**config.mk**
```make
export PLATFORM = sky130hd
export DESIGN_NAME = mmt_front
export DESIGN_NICKNAME = d
export VERILOG_FILES = /design/src/hdl/mmt_pkg.sv /design/src/hdl/mmt_front.sv
export SDC_FILE = /design/constraint.sdc
export NUM_CORES = 1
export LEC_CHECK = 0
export ABC_CLOCK_PERIOD_IN_PS = 9250
export CAP_MARGIN = 20
export CORE_UTILIZATION = 45
export DETAILED_ROUTE_END_ITERATION = 8
export DONT_BUFFER_PORTS = 1
export SYNTH_ARGS = -nofsm -noshare
export SYNTH_HDL_FRONTEND = slang
export SYNTH_SLANG_ARGS = --single-unit
```
**constraint.sdc**
```tcl
create_clock -name vclk -period 9.25
set_input_delay 0.4625 -clock vclk [all_inputs]
set_output_delay 0.4625 -clock vclk [all_outputs]
set_load 0.005 [all_outputs]
```
**src/hdl/mmt_pkg.sv**
```systemverilog
`timescale 1ns / 1ps
// ----------------------------------------------------------------------------
// mmt_pkg: shared types and constants
// Widths, operation codes and the queue word for the matrix multiply block.
// ----------------------------------------------------------------------------
package mmt_pkg;

  localparam int unsigned MaxDim    = 64;
  localparam int unsigned ElemWidth = 16;
  localparam int unsigned Depth     = MaxDim * MaxDim;
  localparam int unsigned AddrW     = $clog2(Depth);
  localparam int unsigned IdxW      = $clog2(MaxDim);
  localparam int unsigned DimW      = 7;
  localparam int unsigned ProdW     = 2 * ElemWidth;
  localparam int unsigned AccW      = ProdW + IdxW + 2;

  localparam logic [1:0] OpWriteA = 2'd0;
  localparam logic [1:0] OpWriteB = 2'd1;
  localparam logic [1:0] OpQuery  = 2'd2;

  localparam logic [1:0] ModeAB  = 2'd0;
  localparam logic [1:0] ModeABt = 2'd1;
  localparam logic [1:0] ModeAtB = 2'd2;

  localparam logic [1:0] RegMode = 2'd0;
  localparam logic [1:0] RegDimM = 2'd1;
  localparam logic [1:0] RegDimN = 2'd2;
  localparam logic [1:0] RegDimK = 2'd3;

  localparam int unsigned QDepth = 4;
  localparam int unsigned QPtrW  = $clog2(QDepth);

  // One classified query handed from front to back.
  typedef struct packed {
    logic            range_err;
    logic [DimW-1:0] inner;
    logic [AddrW:0]  a_base;
    logic [AddrW:0]  a_step;
    logic [AddrW:0]  b_base;
    logic [AddrW:0]  b_step;
  } job_t;

  function automatic logic [DimW-1:0] clamp_dim(input logic [DimW-1:0] d);
    logic [DimW-1:0] r;
    r = (d > DimW'(MaxDim)) ? DimW'(MaxDim) : d;
    return r;
  endfunction

endpackage

```
**src/hdl/mmt_front.sv**
```systemverilog
`timescale 1ns / 1ps
// ----------------------------------------------------------------------------
// mmt_front: input classification
// Accepts words, performs store writes and turns queries into queued jobs.
// ----------------------------------------------------------------------------
module mmt_front
  import mmt_pkg::*;
(
  input  logic                 in_valid_i,
  output logic                 in_stall_o,
  input  logic [1:0]           op_i,
  input  logic [11:0]          address_i,
  input  logic [1:0]           mode_i,
  input  logic [DimW-1:0]      m_i,
  input  logic [DimW-1:0]      n_i,
  input  logic [DimW-1:0]      k_i,
  input  logic [5:0]           row_i,
  input  logic [5:0]           col_i,
  input  logic                 q_full_i,
  input  logic                 busy_i,
  output logic                 q_push_o,
  output job_t                 q_job_o,
  output logic                 we_a_o,
  output logic                 we_b_o,
  output logic [AddrW-1:0]     waddr_o
);

  logic            acc;
  logic            is_write;
  logic [DimW-1:0] rows, inner;
  logic [AddrW:0]  rn, cn;

  // A write must not overtake a query that still has to read the stores.
  assign is_write   = (op_i == OpWriteA) || (op_i == OpWriteB);
  assign in_stall_o = q_full_i || (busy_i && is_write);
  assign acc        = in_valid_i && !in_stall_o;

  assign rows  = (mode_i == ModeAtB) ? n_i : m_i;
  assign inner = (mode_i == ModeAtB) ? m_i : n_i;
  assign rn    = (AddrW+1)'(row_i * n_i);
  assign cn    = (AddrW+1)'(col_i * n_i);

  assign waddr_o  = AddrW'(address_i);
  assign we_a_o   = acc && (op_i == OpWriteA) && ({1'b0, address_i} < 13'(Depth));
  assign we_b_o   = acc && (op_i == OpWriteB) && ({1'b0, address_i} < 13'(Depth));
  assign q_push_o = acc && (op_i == OpQuery);

  always_comb begin
    q_job_o.range_err = ({1'b0, row_i} >= rows) || ({1'b0, col_i} >= k_i);
    q_job_o.inner     = inner;
    unique case (mode_i)
      ModeABt: begin
        q_job_o.a_base = rn;
        q_job_o.a_step = (AddrW+1)'(1);
        q_job_o.b_base = cn;
        q_job_o.b_step = (AddrW+1)'(1);
      end
      ModeAtB: begin
        q_job_o.a_base = (AddrW+1)'(row_i);
        q_job_o.a_step = (AddrW+1)'(n_i);
        q_job_o.b_base = (AddrW+1)'(col_i);
        q_job_o.b_step = (AddrW+1)'(k_i);
      end
      default: begin
        q_job_o.a_base = rn;
        q_job_o.a_step = (AddrW+1)'(1);
        q_job_o.b_base = (AddrW+1)'(col_i);
        q_job_o.b_step = (AddrW+1)'(k_i);
      end
    endcase
  end

endmodule

```
**After elaboration in Yosys (flattened, before gate mapping)**

Cells that the tools add are included.

- Input bits: 52
- Flip-flop bits (word level): 0
- Output and inout bits: 76

- $mul: 2
- Order comparisons: 2
- Reduce and logical (&&, ||, !) cells: 10
- Multiplexer cells: 3
- Equal/unequal tests: 4

Operators by type and width:

| operator | count |
|---|---|
| $pmux W52 S2 | 1 |
| $mul A6 B7 Y13 | 2 |
| $ge A6 B7 Y1 | 2 |
| $mux W7 | 2 |
| $logic_and A1 B1 Y1 | 5 |
| $eq A2 B1 Y1 const B | 2 |
| $eq A2 B2 Y1 const B | 2 |
| $logic_or A1 B1 Y1 | 3 |
| $logic_not A2 Y1 | 1 |
| $logic_not A1 Y1 | 1 |

**Longest topological paths before layout**

- Depth in word-level cells: 7
- Gate-level depth with buffers: 14
- Gate-level depth less buffers: 13

**Least setup slack after synthesis**

Ideal clock, no wire load.

- Path type: input to output
- Start: input n_i[3]
- End: output q_job_o[25] (netlist name)
- Data required time: 8.787 ns
- Buffers on the path: 1
- Slack: 4.985 ns
- Arrival: 3.803 ns
- Cell stages on the path: 13
- Cells stage by stage: clkbuf_1 -> and2_1 -> fa_1 -> fa_1 -> inv_1 -> fa_1 -> inv_1 -> ha_1 -> and2_4 -> a311oi_2 -> a211oi_1 -> or3_1 -> a21oi_1

RTL lines:

| element | line | text |
|---|---|---|
| from (decl) | mmt_front.sv:15 | `input logic [DimW-1:0] n_i,` |
| to (decl) | mmt_front.sv:22 | `output job_t q_job_o,` |

==> qor.csv <==
metric;value;unit
Total GRT Usage;19.8;%
MaxCap Viol Count;0;
Worst Setup Start Kind;primary input;
combinational share of power;100.0;%
switch share;56.7;%
P&R area growth vs syn;-1.86;%
Tmin final;4.31;ns
Cell variety after synth;39;
CP arrival;3.85;ns
Post-Syn Area;3500;um2
Critical Path Fanout Max;9;
grt total ovfl;0;
Die ar.;8130;um2
Setup Buffers After CTS;0;
post-synth top area share;24.1;%
Clk network pwr share;0;%
Post-Syn Area per Cell;7.82;um2
Hold WS;0.925;ns
vias in the first global route;2820;
Post-synth top cells;inv_1 (80), and2_1 (64), ha_1 (56);
Die H;90.1;um
fmax;232;MHz
pins over their slew limit;0;
vias;2768;
Pwr per Cell Area;94.5;nW/um2
Final GP Congestion;0.797;
drt drc;0;
Most common cell on crit path;fa_1;
Yosys top cell by area;fa_1;
fillcell total;754;
site row count;31;
final core occ;46.6;%
Final setup viols;0;
1st-iter DRT viols;117;
count leader, synth;inv_1;
GR Util met2;35.1;%
Inst Count DP;520;
final wirelength;7770;um
VDD IR max;52.5;uV
Yosys warnings;0;
P_leak;1.83;nW
DP Wirelength;6560;um
actual slew at the worst max-slew pin;0.880;ns
period utilization;46.6;%
CP max-delay cell;fa_1;
pin count of the biggest net entering global routing;19;
FF+latch count;0;
CLK BUF;0;
setup TNS;0;ns
buffers added on ports;0;
Top Usage Layer GRT;met2;
Crit path required time;8.79;ns
drt wl/cell;14.9;um
Setup CP Type;in -> out;
initial cell density of the core;47.4;%
cts hold-fix bufs;0;
Max stage delay on crit path;0.55;ns
sequential area share after synthesis;0;%
Die X;90.1;um
DR pass1 iterations;4;
CP Capture Type;output port;
ANT cells;0;
Ports;128;
status;finished clean;
met1 usage;26.7;%
Nets;573;
wire length of the first global-routing pass;13500;um
Final Hold Viols;0;
worst min-delay path class;in -> out;
NetSw;0.184;mW
post-cts sizing count;0;
global routing usage on met3;2.54;%
final non-filler cell total;520;
Register Area;0;um2
CP Cell Sequence;and2_1, fa_1, fa_1, inv_1, fa_1, inv_1, ha_1, and2_4, a311oi_2, a211oi_1, or3_1, a21oi_1;
slew margin rel.;41.3;%
P_int;0.140;mW
layout cells sized above 1;3.09;%
Seq pwr share;0;%
RSZ-0062 raised after global routing;no;
most area-consuming cells after synthesis;fa_1 (24%), ha_1 (20%), and2_1 (11%), inv_1 (8.6%), buf_4 (5.2%);
post-route ant nets;0;
total power;0.324;mW
Vias/cell;5.32;
antenna violations before repair;0;
Core ar.;7370;um2
synthesized instance count;447;
layout by cell type (no fill, tap or decap):
| cell type | netlist | routed |
|---|---|---|
| or3_1 | 2 | 2 |
| a21o_1 | 6 | 6 |
| inv_1 | 80 | 80 |
| nor4b_1 | 1 | 1 |
| xnor2_1 | 4 | 4 |
| xor2_1 | 8 | 8 |
| o211ai_1 | 1 | 1 |
| and2_4 | 1 | 1 |
| nor3_1 | 3 | 3 |
| nand4_1 | 2 | 2 |
| nand2b_1 | 4 | 4 |
| and4b_1 | 1 | 1 |
| a31oi_1 | 1 | 1 |
| nor2b_1 | 2 | 2 |
| nor2_1 | 22 | 22 |
| ha_1 | 56 | 56 |
| a211o_1 | 2 | 2 |
| a311oi_2 | 1 | 1 |
| o21a_1 | 3 | 3 |
| conb_1 | 1 | 12 |
| o22ai_1 | 2 | 2 |
| mux2i_1 | 6 | 6 |
| a21oi_1 | 15 | 15 |
| o21bai_1 | 3 | 3 |
| mux2_2 | 7 | 7 |
| and2_1 | 64 | 64 |
| o21ai_0 | 13 | 13 |
| fa_1 | 42 | 42 |
| or2_2 | 3 | 3 |
| a22o_1 | 8 | 8 |
| nand2_1 | 36 | 36 |
| nand3b_1 | 1 | 1 |
| nand3_1 | 2 | 2 |
| o2111ai_1 | 1 | 1 |
| a211oi_1 | 5 | 5 |
| a311o_2 | 1 | 1 |
layout make-up:
cell class         instances  area, um2  share of cell area (%)
multi-input cells        341       3010                    87.6
inverters                 80        300                    8.75
well taps                 99        124                    3.61
power groups by stage:
| stage | clock [mW] | sequential (mW) | combinational (mW) |
|---|---|---|---|
| 3_3_place_gp | 0 | 0 | 0.318 |
| 3_5_place_dp | 0 | 0 | 0.325 |
| 6_report | 0 | 0 | 0.324 |
| 5_1_grt | 0 | 0 | 0.380 |
| 2_1_floorplan | 0 | 0 | 0.282 |
| 4_1_cts | 0 | 0 | 0.328 |
worst paths after layout:
kind / startpoint / to / slack, ns / cells past startpoint
setup / recovery: col_i[5] / q_job_o[25] / 4.94 / 12
hold / removal: address_i[1] / waddr_o[1] / 0.93 / 0
through the flow:
| step | area [um2] | setup slack (ns) |
|---|---|---|
| 2_1_floorplan | 3540 | 4.98 |
| 3_3_place_gp | 3430 | 4.98 |
| 3_5_place_dp | 3430 | 4.95 |
| 4_1_cts | 3430 | 4.94 |
| 5_1_grt | 3430 | 4.76 |
| 6_report | 3430 | 4.94 |
layer usage:
metal / vias up / wire (um)
met1: 1318 / 3650
met4: 0 / 43
met2: 102 / 3540
li1: 1342 / -
met3: 6 / 542
met5: - / 0
kinds of logic after synthesis:
group | share of synthesized area, %
xor gates and xnor gates | 3.01
muxes | 3.97
other | 0.107
and+or+nand+nor | 21.7
AOI/OAI and AO/OA | 11.9
buffers and inverters | 15.2
adders and majority gates | 44.1
worst max-delay path: cells and delay by family:
kind            cells  cell delay (ns)
compound gates      3             0.64
simple gates        3             0.71
fa+ha+maj           4             1.95
buf+inv             2             0.10
(Power assumes the default switching activity.)
