[src/hdl/mmt_pkg.sv]
`timescale 1ns / 1ps
// ----------------------------------------------------------------------------
// mmt_pkg: shared types and constants
// Widths, operation codes and the queue word for the matrix multiply block.
// ----------------------------------------------------------------------------
package mmt_pkg;

  localparam int unsigned MaxDim    = 64;
  localparam int unsigned ElemWidth = 16;
  localparam int unsigned Depth     = MaxDim * MaxDim;
  localparam int unsigned AddrW     = $clog2(Depth);
  localparam int unsigned IdxW      = $clog2(MaxDim);
  localparam int unsigned DimW      = 7;
  localparam int unsigned ProdW     = 2 * ElemWidth;
  localparam int unsigned AccW      = ProdW + IdxW + 2;

  localparam logic [1:0] OpWriteA = 2'd0;
  localparam logic [1:0] OpWriteB = 2'd1;
  localparam logic [1:0] OpQuery  = 2'd2;

  localparam logic [1:0] ModeAB  = 2'd0;
  localparam logic [1:0] ModeABt = 2'd1;
  localparam logic [1:0] ModeAtB = 2'd2;

  localparam logic [1:0] RegMode = 2'd0;
  localparam logic [1:0] RegDimM = 2'd1;
  localparam logic [1:0] RegDimN = 2'd2;
  localparam logic [1:0] RegDimK = 2'd3;

  localparam int unsigned QDepth = 4;
  localparam int unsigned QPtrW  = $clog2(QDepth);

  // One classified query handed from front to back.
  typedef struct packed {
    logic            range_err;
    logic [DimW-1:0] inner;
    logic [AddrW:0]  a_base;
    logic [AddrW:0]  a_step;
    logic [AddrW:0]  b_base;
    logic [AddrW:0]  b_step;
  } job_t;

  function automatic logic [DimW-1:0] clamp_dim(input logic [DimW-1:0] d);
    logic [DimW-1:0] r;
    r = (d > DimW'(MaxDim)) ? DimW'(MaxDim) : d;
    return r;
  endfunction

endpackage

[src/hdl/mmt_queue.sv]
`timescale 1ns / 1ps
// ----------------------------------------------------------------------------
// mmt_queue: job queue
// Small FIFO of classified queries between the front and the back.
// ----------------------------------------------------------------------------
module mmt_queue
  import mmt_pkg::*;
(
  input  logic clk_i,
  input  logic rst_ni,
  input  logic push_i,
  input  job_t job_i,
  output logic full_o,
  input  logic pop_i,
  output logic empty_o,
  output job_t job_o
);

  job_t           mem_q [QDepth];
  logic [QPtrW:0] wr_q, rd_q;

  assign empty_o = (wr_q == rd_q);
  assign full_o  = (wr_q[QPtrW] != rd_q[QPtrW]) && (wr_q[QPtrW-1:0] == rd_q[QPtrW-1:0]);
  assign job_o   = mem_q[rd_q[QPtrW-1:0]];

  always_ff @(posedge clk_i) begin
    if (push_i) begin
      mem_q[wr_q[QPtrW-1:0]] <= job_i;
    end
  end

  always_ff @(posedge clk_i or negedge rst_ni) begin
    if (!rst_ni) begin
      wr_q <= '0;
      rd_q <= '0;
    end else begin
      if (push_i) wr_q <= wr_q + 1'b1;
      if (pop_i) rd_q <= rd_q + 1'b1;
    end
  end

  a_no_overflow: assert property (@(posedge clk_i) disable iff (!rst_ni)
    full_o |-> !push_i) else $error("queue overflow");
  a_no_underflow: assert property (@(posedge clk_i) disable iff (!rst_ni)
    empty_o |-> !pop_i) else $error("queue underflow");
  a_count: assert property (@(posedge clk_i) disable iff (!rst_ni)
    (wr_q - rd_q) <= (QPtrW+1)'(QDepth)) else $error("queue count");

endmodule

[config.mk]
export PLATFORM = sky130hd
export DESIGN_NAME = mmt_queue
export DESIGN_NICKNAME = d
export VERILOG_FILES = /design/src/hdl/mmt_pkg.sv /design/src/hdl/mmt_queue.sv
export SDC_FILE = /design/constraint.sdc
export NUM_CORES = 1
export LEC_CHECK = 0
export BUFFER_PORTS_ARGS = -buffer_cell sky130_fd_sc_hd__buf_4
export CAP_MARGIN = 15
export CORE_AREA = 5 5 135 137
export CTS_CLUSTER_DIAMETER = 150
export CTS_CLUSTER_SIZE = 40
export DETAILED_ROUTE_END_ITERATION = 16
export DIE_AREA = 0 0 140 142
export PLACE_DENSITY_LB_ADDON = 0.12
export SLEW_MARGIN = 20
export SYNTH_ARGS = -nofsm -noshare
export SYNTH_HDL_FRONTEND = slang
export SYNTH_SLANG_ARGS = --single-unit
export TNS_END_PERCENT = 50
[constraint.sdc]
create_clock -name clk_i -period 2.9 [get_ports clk_i]
set_input_delay 0.58 -clock clk_i [delete_from_list [all_inputs] [get_ports clk_i]]
set_output_delay 0.58 -clock clk_i [all_outputs]
set_load 0.02 [all_outputs]
[After elaboration in Yosys (flattened, before gate mapping)]
Memory sizes are Yosys's and may differ from the RTL's.
Cells that the tools add are included.
Operators by class
  add/subtract/negate cells: 2
  multiply operators: 0
  divide/modulo/power cells: 0
  $lt $le $gt $ge: 0
  equality and inequality tests: 3
  shifts and indexed selects: 0
  muxes and demuxes: 2
  bitwise gates (word level): 0
  reduce and logical (&&, ||, !) cells: 1
Operators with widths (number)
  adder 3 x 1 -> 3 bit, second input constant: 2
  equality test 3 bit: 1
  equality test 2 bit: 1
  2-to-1 mux 1 bit: 2
  logical AND 1 bit: 1
  inequality test 1 bit: 1
Word-level totals
  register bits: 6
  latch bits: 0
  bits in writable memories: 240
  memory bits (read-only): 0
  input bits: 64
  output and inout bits: 62
  logic and storage cells: 11
  memories kept: 1
Memory list
  mem_q: depth 4, bits a word 60, rd ports 1, clocked after Yosys merged registers in 0, write ports 1, RTL line mmt_queue.sv:19  | job_t mem_q [QDepth];

[Longest topological paths before layout]
  depth after elaboration: 2
  mapped depth: 4
  depth with buffers taken out: 4

[Worst setup path after synthesis]
No wires, ideal clock.
  path type: register to register
  start: register wr_q[0]
  end: memory mem_q[0][0] in the netlist's numbering (enable)
  library setup time: 0.424 ns
  arrival time: 2.062 ns
  data required time: 2.476 ns
  path slack: 0.414 ns
  cell stages (with the launch flop): 4
  buffers on the path: 0
  period minus slack after synthesis: 2.486 ns
  path through: dfrtp_1 > inv_1 > ha_1 > and2_1
RTL lines
  start: declaration: RTL line mmt_queue.sv:20  | logic [QPtrW:0] wr_q, rd_q;
  start signal: assignment: RTL line mmt_queue.sv:37  | if (push_i) wr_q <= wr_q + 1'b1;
  end: declaration: RTL line mmt_queue.sv:19
Straight into the memory's write port.

==> results.sh <==
export IMPL_antenna_found_initial=0
export IMPL_fin_setup_tns_ns=0
export IMPL_syn_area_um2=9070
export IMPL_powerDensity_nw_per_um2=990
export IMPL_pin_count=126
export IMPL_maxCapViolCount=0
export IMPL_clockRootBuffer="clkbuf_16"
export IMPL_synth_edf_count=240
export IMPL_routed_via_density=5.51
export IMPL_ys_seq_area_share_pct=81.1
export IMPL_areaGrowthSynthToFinish_pct=17.2
export IMPL_grtUsageTotal_pct=15.7
export IMPL_yosysMostFrequentCell="edfxtp_1"
export IMPL_reg2reg_slack_ns=1.13
export IMPL_cp_start_kind="flop"
export IMPL_netSwitchingPower_uw=3310
export IMPL_synth_avg_cell_area_um2=26.4
export IMPL_rsz0062_at_grt="false"
export IMPL_hold_viol=0
export IMPL_cts_buffers=10
export IMPL_vias=3871
export IMPL_worstHoldPathCells=1
export IMPL_die_area_um2=19900
export IMPL_slew_headroom_pct=62.8
export IMPL_end_kind="output port"
export IMPL_synth_top_cell_area_share_pct=79.4
export IMPL_reg2reg_depth=4
export IMPL_netlist_top_cells_count="240 x edfxtp_1, 58 x mux4_2, 7 x buf_2, 6 x buf_12, 6 x dfrtp_1"
export IMPL_core_area_um2=16900
export IMPL_clk_latency_ns=0.48
export IMPL_overflow=0
export IMPL_final_area_um2=10600
export IMPL_drtIter0Drc=203
export IMPL_yosysTopAreaCell="edfxtp_1"
export IMPL_post_cts_setup_buffers=0
export IMPL_synth_main_ff_cell="edfxtp_1"
export IMPL_placed_area_um2=10300
export IMPL_setup_viol=0
export IMPL_crit_fanout=35
export IMPL_final_layout_size_suffix_gt1_share_pct=44.1
export IMPL_r2r_end="mem_q[2][43]"
export IMPL_combPwrFrac_pct=37.1
export IMPL_place_hpwl_mm=9.60
export IMPL_async_flop_share_pct=2.44
export IMPL_path_class="flop to output port"
export IMPL_clock_path_buffers=3
export IMPL_worstMarginPinSlew_ns=0.558
export IMPL_min_to="mem_q[3][21]"
export IMPL_syn_nets=413
export IMPL_slew_violations=0
export IMPL_post_cts_resized=0
export IMPL_ir_worst_vdd_v=0.000705
export IMPL_cts_tree="done"
export IMPL_wl_mm=15.5
export IMPL_p_int_uw=7220
export IMPL_cts_htree_levels=1
export IMPL_synth_area_leaders="edfxtp_1 79%, mux4_2 14%, dfrtp_1 1.7%"
export IMPL_cp_required_ns=2.32
export IMPL_grt_pass1_vias=4208
export IMPL_hp_class="primary input to flop"
export IMPL_start_util_pct=53.6
export IMPL_fin_skew_ns=0.0446
export IMPL_outcome="completed"
export IMPL_rows=48
export IMPL_antenna_left=0
export IMPL_wire_per_inst_um=22.1
export IMPL_port_buffers=125
export IMPL_p_leak_uw=0.00360
export IMPL_hold_start="job_i[21]"
export IMPL_drc=0
export IMPL_critPathArrivalTime_ns=2.09
export IMPL_clkTransAtPathRegs_ns=0.13
export IMPL_yosys_warnings=0
export IMPL_synth_cells=344
export IMPL_gp_congestion=0.693
export IMPL_finalCriticalPeriod_ns=2.67
export IMPL_switching_share_pct=31.4
export IMPL_grt_max_degree=42
export IMPL_nets=546
export IMPL_synth_seq_cells=246
export IMPL_firstDrtPassIters=4
export IMPL_fill_cells=1242
export IMPL_clkSinkCount=246
export IMPL_antennaDiodeCount=0
export IMPL_whs_ns=0.291
export IMPL_die_h_um=142
export IMPL_max_freq_ghz=0.375
export IMPL_timing_rr_start="wr_q[0]"
export IMPL_clockPowerShare_pct=16.2
export IMPL_seq_power_share_pct=46.7
export IMPL_grt_pass1_wl_mm=24.3
export IMPL_layout_worst_path_cycle_share_pct=92.1
export IMPL_die_w_um=140
export IMPL_ys_types=17
export IMPL_cts_hold_buf=1
## metrics by stage
stage | total power [uW] | worst slack (ns) | util (%) | std cells
final | 10500 | 0.230 | 62.8 | 703
after global routing | 11100 | 0.103 | 62.8 | 703
after CTS | 10700 | 0.160 | 62.8 | 703
after detailed placement | 9030 | 0.709 | 60.9 | 689
after global placement | 8970 | 0.729 | 60.9 | 689
after floorplan | 7550 | 0.414 | - | 344
## routing by layer
metal	vias up	global-route usage, %	share of wire, %
met5	-	0	0
met4	0	2.50	1.1
met3	9	3.66	6.2
met2	100	26.6	52
met1	2046	21.8	41
li1	1716	-	-
## final cells by class
type	instances	area, um2	area share, %
clock buffer	12	279	2.62
clock inverter	1	30.0	0.282
inverter	2	7.51	0.0706
multi-input combinational	82	1550	14.6
sequential	246	7360	69.3
tap	225	282	2.65
timing repair buffer	135	1120	10.5
## power groups by stage
stage                     combinational [uW]  clock, uW  sequential, uW
after detailed placement                4010          0            5020
after global placement                  3990          0            4980
after floorplan                         2690          0            4860
after global routing                    4180       1900            4980
final                                   3910       1710            4920
after CTS                               4020       1760            4940
## critical path: stages (launching register included)
cell     delay, ns
dfrtp_4       0.81
buf_4         0.29
mux4_2        0.33
buf_4         0.18
## state kept, by name (all words and copies together), names as in the netlist
name and cells:
wr_q 3, rd_q 3, mem_q 240
## logic make-up after synthesis
family | Yosys count | share of synthesized area, %
buffers and inverters | 16 | 1.92
AND/OR/NAND/NOR | 8 | 0.496
flip-flops | 246 | 81.1
XOR/XNOR | 7 | 0.676
adder cells (fa/ha/maj) | 5 | 0.689
AO/OA/AOI/OAI | 1 | 0.0551
multiplexers | 61 | 15.1
## worst max path at each step
stage | cells after the start | to | startpoint | slack, ns
after floorplan | 3 | mem_q[0][0] | wr_q[0] | 0.41
after CTS | 3 | job_o[45] | rd_q[1] | 0.16
after detailed placement | 3 | job_o[45] | rd_q[1] | 0.71
final | 3 | job_o[45] | rd_q[1] | 0.23
after global placement | 3 | job_o[45] | rd_q[1] | 0.73
after global routing | 3 | job_o[45] | rd_q[1] | 0.10
## cell usage in the layout, fill, tap and decap left out, drive strengths merged, types with 2 or more instances in the layout
cell type and n:
edfxtp 240, xor2 5, inv 2, xnor2 2
nand2 2, and2 4, mux4 60, clkbuf 12
dfrtp 6, buf 134, ha 5
No activity file was read; power rests on OpenSTA's default activity.
