$ cat src/hdl/mmt_pkg.sv
`timescale 1ns / 1ps
// ----------------------------------------------------------------------------
// mmt_pkg: shared types and constants
// Widths, operation codes and the queue word for the matrix multiply block.
// ----------------------------------------------------------------------------
package mmt_pkg;

  localparam int unsigned MaxDim    = 64;
  localparam int unsigned ElemWidth = 16;
  localparam int unsigned Depth     = MaxDim * MaxDim;
  localparam int unsigned AddrW     = $clog2(Depth);
  localparam int unsigned IdxW      = $clog2(MaxDim);
  localparam int unsigned DimW      = 7;
  localparam int unsigned ProdW     = 2 * ElemWidth;
  localparam int unsigned AccW      = ProdW + IdxW + 2;

  localparam logic [1:0] OpWriteA = 2'd0;
  localparam logic [1:0] OpWriteB = 2'd1;
  localparam logic [1:0] OpQuery  = 2'd2;

  localparam logic [1:0] ModeAB  = 2'd0;
  localparam logic [1:0] ModeABt = 2'd1;
  localparam logic [1:0] ModeAtB = 2'd2;

  localparam logic [1:0] RegMode = 2'd0;
  localparam logic [1:0] RegDimM = 2'd1;
  localparam logic [1:0] RegDimN = 2'd2;
  localparam logic [1:0] RegDimK = 2'd3;

  localparam int unsigned QDepth = 4;
  localparam int unsigned QPtrW  = $clog2(QDepth);

  // One classified query handed from front to back.
  typedef struct packed {
    logic            range_err;
    logic [DimW-1:0] inner;
    logic [AddrW:0]  a_base;
    logic [AddrW:0]  a_step;
    logic [AddrW:0]  b_base;
    logic [AddrW:0]  b_step;
  } job_t;

  function automatic logic [DimW-1:0] clamp_dim(input logic [DimW-1:0] d);
    logic [DimW-1:0] r;
    r = (d > DimW'(MaxDim)) ? DimW'(MaxDim) : d;
    return r;
  endfunction

endpackage

$ cat src/hdl/mmt_back.sv
`timescale 1ns / 1ps
// ----------------------------------------------------------------------------
// mmt_back: dot-product engine
// Walks one job through the stores with a single multiply-accumulate unit.
// ----------------------------------------------------------------------------
module mmt_back
  import mmt_pkg::*;
(
  input  logic                 clk_i,
  input  logic                 rst_ni,
  input  logic                 q_empty_i,
  input  job_t                 job_i,
  output logic                 q_pop_o,
  output logic                 busy_o,
  output logic [AddrW-1:0]     raddr_a_o,
  output logic [AddrW-1:0]     raddr_b_o,
  input  logic [ElemWidth-1:0] rdata_a_i,
  input  logic [ElemWidth-1:0] rdata_b_i,
  output logic                 out_valid_o,
  input  logic                 out_stall_i,
  output logic [31:0]          dot_value_o,
  output logic                 range_error_o
);

  localparam logic [1:0] StIdle = 2'd0;
  localparam logic [1:0] StRun  = 2'd1;
  localparam logic [1:0] StOut  = 2'd2;

  logic [1:0]        st_q, st_d;
  job_t              job_q;
  logic [DimW-1:0]   cnt_q;
  logic [AddrW:0]    pa_q, pb_q;
  logic              rd_v_q, mul_v_q, last_q;
  logic signed [ProdW-1:0] prod_q;
  logic signed [AccW-1:0]  acc_q;
  logic              fin_q;
  logic [31:0]       dot_q;
  logic              err_q;

  assign raddr_a_o     = pa_q[AddrW-1:0];
  assign raddr_b_o     = pb_q[AddrW-1:0];
  assign out_valid_o   = (st_q == StOut);
  assign dot_value_o   = dot_q;
  assign range_error_o = err_q;
  assign q_pop_o       = (st_q == StIdle) && !q_empty_i;
  assign busy_o        = (st_q != StIdle);

  always_comb begin
    st_d = st_q;
    unique case (st_q)
      StIdle: if (!q_empty_i) st_d = StRun;
      StRun:  if (fin_q) st_d = StOut;
      StOut:  if (!out_stall_i) st_d = StIdle;
      default: st_d = StIdle;
    endcase
  end

  always_ff @(posedge clk_i or negedge rst_ni) begin
    if (!rst_ni) begin
      st_q    <= StIdle;
      rd_v_q  <= 1'b0;
      mul_v_q <= 1'b0;
      fin_q   <= 1'b0;
      cnt_q   <= '0;
      last_q  <= 1'b0;
    end else begin
      st_q    <= st_d;
      fin_q   <= 1'b0;
      rd_v_q  <= 1'b0;
      mul_v_q <= rd_v_q;
      if (q_pop_o) begin
        cnt_q  <= job_i.inner;
        last_q <= job_i.range_err || (job_i.inner == '0);
      end else if (st_q == StRun && !last_q) begin
        rd_v_q <= 1'b1;
        cnt_q  <= cnt_q - 1'b1;
        if (cnt_q == DimW'(1)) last_q <= 1'b1;
      end else if (st_q == StRun && !rd_v_q && !mul_v_q && !fin_q) begin
        fin_q <= 1'b1;
      end
    end
  end

  always_ff @(posedge clk_i) begin
    if (q_pop_o) begin
      job_q <= job_i;
      pa_q  <= job_i.a_base;
      pb_q  <= job_i.b_base;
      acc_q <= '0;
    end else if (st_q == StRun && !last_q) begin
      pa_q <= pa_q + job_q.a_step;
      pb_q <= pb_q + job_q.b_step;
    end
    prod_q <= $signed(rdata_a_i) * $signed(rdata_b_i);
    if (mul_v_q) begin
      acc_q <= acc_q + AccW'(prod_q);
    end
    if (fin_q) begin
      err_q <= job_q.range_err;
      if (job_q.range_err) dot_q <= '0;
      else if (acc_q > AccW'(32'sh7fffffff)) dot_q <= 32'h7fffffff;
      else if (acc_q < -AccW'(64'sd2147483648)) dot_q <= 32'h80000000;
      else dot_q <= acc_q[31:0];
    end
  end

  a_pop_idle: assert property (@(posedge clk_i) disable iff (!rst_ni)
    q_pop_o |=> st_q == StRun) else $error("pop outside idle");
  a_out_hold: assert property (@(posedge clk_i) disable iff (!rst_ni)
    (out_valid_o && out_stall_i) |=> out_valid_o && $stable(dot_value_o))
    else $error("result dropped");
  a_err_zero: assert property (@(posedge clk_i) disable iff (!rst_ni)
    (out_valid_o && range_error_o) |-> dot_value_o == '0) else $error("error value");

endmodule

$ cat config.mk
export PLATFORM = sky130hd
export DESIGN_NAME = mmt_back
export DESIGN_NICKNAME = d
export VERILOG_FILES = /design/src/hdl/mmt_pkg.sv /design/src/hdl/mmt_back.sv
export SDC_FILE = /design/constraint.sdc
export NUM_CORES = 1
export LEC_CHECK = 0
export BUFFER_PORTS_ARGS = -buffer_cell sky130_fd_sc_hd__buf_2
export CAP_MARGIN = 10
export CORE_MARGIN = 4
export CORE_UTILIZATION = 50
export CTS_CLUSTER_DIAMETER = 40
export DETAILED_ROUTE_END_ITERATION = 16
export PLACE_DENSITY_LB_ADDON = 0.08
export RECOVER_POWER = 25
export SLEW_MARGIN = 25
export SYNTH_ARGS = -nofsm -noshare
export SYNTH_HDL_FRONTEND = slang
export SYNTH_SLANG_ARGS = --single-unit
$ cat constraint.sdc
create_clock -name clk_i -period 3.8 [get_ports clk_i]
set_input_delay 0.57 -clock clk_i [delete_from_list [all_inputs] [get_ports clk_i]]
set_output_delay 0.57 -clock clk_i [all_outputs]
set_load 0.02 [all_outputs]
Yosys cells after proc, flatten, opt, wreduce, memory -nomap -nowiden

Index checks and enable logic that the tools add are counted.

Input bits: 96
Flip-flop bits (word level): 171
Output and inout port bits: 60

$add $sub $neg: 4
Equality and inequality tests: 6
Magnitude comparators: 2
$mul: 1
Reductions and logical operators: 20
Mux-type cells: 22

Operators by type and width:

| kind                   | number |
|---|---|
| $mux W40               | 2 |
| $mux W13               | 4 |
| $add A40 B32 Y40       | 1 |
| $gt A40 B32 Y1 const B | 1 |
| $lt A40 B32 Y1 const B | 1 |
| $mul A16 B16 Y32       | 1 |
| $mux W32               | 1 |
| $mux W31               | 1 |
| $add A13 B13 Y13       | 2 |
| $mux W7                | 2 |
| $mux W1                | 8 |
| $reduce_bool A2 Y1     | 4 |
| $eq A7 B1 Y1 const B   | 1 |
| $logic_not A7 Y1       | 1 |
| $sub A7 B1 Y7 const B  | 1 |
| $mux W2                | 3 |
| $ne A2 B2 Y1 const B   | 3 |
| $pmux W2 S3            | 1 |
| $logic_and A1 B1 Y1    | 5 |
| $logic_not A1 Y1       | 5 |
| $reduce_and A3 Y1      | 1 |
| $eq A2 B1 Y1 const B   | 1 |
| $eq A2 B2 Y1 const B   | 1 |
| $logic_not A2 Y1       | 1 |
| other kinds (3)        | 3 |

Depth between registers and ports, before layout

Depth after elaboration: 7
Depth in mapped cells: 23
Mapped depth without buffers: 21

Worst setup path after synthesis

No wires, ideal clock.

Path kind: input -> register
From: in rdata_b_i[6]
To: reg prod_q[30]
Stages: 21
Path slack: -2.254 ns
Arrival: 5.982 ns
Path buffers: 1
Setup time: 0.072 ns
Path through: clkbuf_1 and2_1 fa_1 inv_1 fa_1 fa_1 inv_1 fa_1 fa_1 inv_1 fa_1 inv_1 ha_1 and3_1 and3_1 nand4_1 nand3_2 o41ai_4 o211ai_2 a311oi_2 xnor2_1

Longest elaborated chain between the ends: 1

RTL lines:

| element                | RTL line       | RTL |
|---|---|---|
| start: declaration     | mmt_back.sv:18 | `input logic [ElemWidth-1:0] rdata_b_i,` |
| $mul A16 B16 Y32       | mmt_back.sv:94 | `prod_q <= $signed(rdata_a_i) * $signed(rdata_b_i);` |
| end signal: assignment | mmt_back.sv:94 |  |
| end: declaration       | mmt_back.sv:34 | `logic signed [ProdW-1:0] prod_q;` |

No other way between the ends.
A chain may end at the register's enable or synchronous reset.

Worst setup path in the final report

Same ends and word-level chain as after synthesis.

==> results.md <==
* Yosys reg bits at 167
* Setup Viol. Count Final at 26
* Final Max Tran Viols at 36
* Simple-gate share of the synthesized area at 14.6%
* Mux contribution to synthesized area at 0.215%
* Slowest stage delay, CP at 0.57 ns
* Violations in the final reports: capacitance limit, slew limit, setup timing
* GR Util All Layers at 21.5%
* Die X at 201 um
* RSZ-0062 raised after global routing: true
* Area grow syn2layout at 23.1%
* Worst setup margin at -1.59 ns
* WHS at 0.181 ns
* Core area at 36700 um2
* Top_reg_cell synth: edfxtp_1
* Placed insts at 2631
* Reg2Reg Setup Slack at 0.81 ns
* Layout cells sized above 1 at 25.2%
* Worst EP required at 4.11 ns
* Die height at 201 um
* Fin crit share at 142%
* Clock root cell: clkbuf_16
* Net count, final at 2718
* Initial DRC Count at 572
* Post-synth EDFFs at 122
* Tightest Pin Transition at 1.73 ns
* Reg2Reg Depth at 9
* Row Count at 70
* Post-Synth Adder-Cell Area at 38.2%
* Hold crit path type: in2async
* Vias in the first global route at 14.3k
* Worst r2r dst: acc_q[36]
* Post-Synthesis Cell Area at 18600 um2
* Setup CP Type: in2reg
* Final non-filler cell total at 2694
* Mapped Cells at 1906
* Final Hold Viols at 0
* Port Buffers at 151
* Avg WL per Cell at 16.2 um
* Outcome: finished, violations left
* # IOs at 156
* Share of synthesized flip-flops with an asynchronous set or reset at 7.78%
* DRT antenna net count at 0
* Slew margin rel. at -15.2%
* Multi-input logic area at 13300 um2
* Post-synthesis compound-gate area fraction at 10.5%
* Tmin final at 5.39 ns
* Netlist cell types at 79
* Gr ovfl total at 0
* Antenna violations before repair at 1
* Worst path cell trace: buf_12 -> and2_4 -> fa_1 -> inv_2 -> fa_1 -> fa_2 -> fa_1 -> inv_1 -> fa_1 -> inv_2 -> fa_1 -> inv_2 -> ha_4 -> a21o_1 -> a31o_1 -> nand2_1 -> nand3_2 -> o41ai_4 -> o211ai_2 -> a311oi_2 -> xnor2_1
* First-pass detailed-route iteration total at 4
* Placed cell areas at 21400 um2
* Critical path data arrival time at 5.69 ns
* Placer Congestion at 0.897
* XOR/XNOR share of the synthesized area at 3.57%
* Synthesized area per cell at 9.78 um2
* CP Max Fanout at 5
* Via count at 13.8k
* Initial Utilization at 50.8%
* Setup crit end: prod_q[30]
* Most frequent CP cell: fa_1
* Slowest-stage cell, CP: fa_1
* FF+latch area at 4630 um2
* Fillers at 3054
* TritonCTS Sinks at 167
* Placed wire-length estimate at 35800 um
* Clock tree from TritonCTS: yes
* Via density at 5.12
* Yosys warning total at 0
* Pin count of the biggest net entering global routing at 59
* Fmax at 0.186 GHz
* Drt total wl at 43800 um
* Worst-skew pair later-pin latency at 0.42 ns
* Mapped Nets at 2412
* Finished Cell Area at 23000 um2
* Clk pin slew, worst setup/hold paths at 0.07 ns
* Setup crit end kind: flip-flop
* Clock buffer depth at 2
* H-tree depth at 4
* Clock Skews at 0.0100 ns
* Sequential-to-total area share from yosys stat at 24.8%
* Reg2reg start: acc_q[21]
* CP Launch Type: primary input
* Full die area at 40400 um2
* Cts bufs inserted at 17
* CP startpoint: rdata_b_i[6]
* Hold-fix buffers, CTS at 0
* Max Cap Viol at 1
* First-pass GRT wire length at 72000 um
* Largest family of logic cells by synthesized area: adder cells
* DRC viols at 0
==> cells in the final DEF (no fill, tap or decap), types with 22 or more instances in the layout <==
master / synthesis / layout
a21o_1: 32 / 32
a21oi_1: 113 / 99
and2_1: 122 / 93
and2_4: 0 / 28
buf_2: 1 / 116
buf_4: 1 / 166
buf_6: 0 / 41
dfxtp_1: 32 / 32
edfxtp_1: 122 / 122
fa_1: 265 / 247
ha_1: 145 / 118
ha_4: 0 / 22
inv_1: 337 / 313
inv_2: 0 / 25
nand2_1: 184 / 168
nor2_1: 110 / 105
nor3_1: 24 / 22
o21ai_0: 52 / 40
xnor2_1: 52 / 49
xor2_1: 24 / 23
==> per-stage QoR <==
step | setup TNS, ns | util [%] | worst slack [ns]
2_1_floorplan | -30.28 | - | -1.79
3_3_place_gp | -41.99 | 58.3 | -2.15
3_5_place_dp | -43.24 | 58.3 | -2.16
4_1_cts | -27.92 | 61.6 | -1.57
5_1_grt | -33.63 | 62.6 | -1.74
6_report | -29.59 | 62.6 | -1.59
==> cells by family after synthesis <==
group / Yosys count
xor gates and xnor gates: 76
AOI/OAI and AO/OA: 297
muxes: 4
adders and majority gates: 410
and+or+nand+nor: 553
buffers and inverters: 399
DFF: 167
==> layer usage <==
layer	track usage, %	share of wire [%]	wire length (um)
met3	2.39	3.4	1510
met2	36.7	48	21200
met5	0	0	0
met4	4.50	1.4	607
met1	29.9	47	20400
==> worst min path at each step <==
stage | to | from | slack [ns] | cells after the start
2_1_floorplan | cnt_q[0] | rst_ni | 0.27 | 0
3_3_place_gp | mul_v_q | rd_v_q | 0.35 | 0
3_5_place_dp | mul_v_q | rd_v_q | 0.36 | 0
4_1_cts | st_q[1] | rst_ni | 0.03 | 1
5_1_grt | st_q[0] | rst_ni | 0.22 | 1
6_report | st_q[0] | rst_ni | 0.18 | 1
==> flip-flops by register name, summed over array words and instances (netlist names) <==
signal         cells
acc_q             40
dot_value_o       32
prod_q            32
job_q             25
pa_q              12
pb_q              12
cnt_q              7
st_q               2
fin_q              1
last_q             1
mul_v_q            1
range_error_o      1
rd_v_q             1
==> synthesized netlist by cell type, types with 7 or more instances <==
cell / number / share of area (%)
o21ai_0: 52 / 1.4
or3_1: 7 / 0.23
and3_1: 8 / 0.27
nor3_1: 24 / 0.64
dfxtp_1: 32 / 3.4
nor2_1: 110 / 2.2
nand2_1: 184 / 3.7
inv_1: 337 / 6.8
dfrtp_1: 13 / 1.7
o21a_1: 18 / 0.72
clkbuf_1: 57 / 1.1
a21oi_1: 113 / 3.0
nand2b_1: 21 / 0.70
and2_1: 122 / 4.1
fa_1: 265 / 28
edfxtp_1: 122 / 20
ha_1: 145 / 9.7
a21o_1: 32 / 1.3
nand3_1: 17 / 0.46
xor2_1: 24 / 1.1
xnor2_1: 52 / 2.4
or2_2: 7 / 0.23
nor4_1: 7 / 0.23
nor2b_1: 17 / 0.57
nand4_1: 10 / 0.34
a211oi_1: 12 / 0.48
==> timing repair <==
action                                  CTS  global route
buffers inserted                         18            17
pin swaps                                68            68
cloned                                    1             1
gates resized for setup                 135            60
endpoints found under the setup margin   26            26
==> worst max-delay path, delay by kind of cell <==
kind                       cells  cell delay [ns]
xor gates and xnor gates       1             0.10
adders and majority gates      7             3.24
and+or+nand+nor                3             0.34
buffers and inverters          5             0.29
AOI/OAI and AO/OA              5             1.14
==> area by class of cell <==
cell class	instances	area share, %
multi-input cells	1340	57.8
flip-flops and latches	167	20.2
repair buffers	347	11.4
inverters	339	5.54
well taps	468	2.55
clock buffers	21	1.92
clock inverters	11	0.643
diodes	1	0.0109
Power is not shown: default switching activity piles up to over one toggle a cycle in this logic, so the estimate is an artifact.
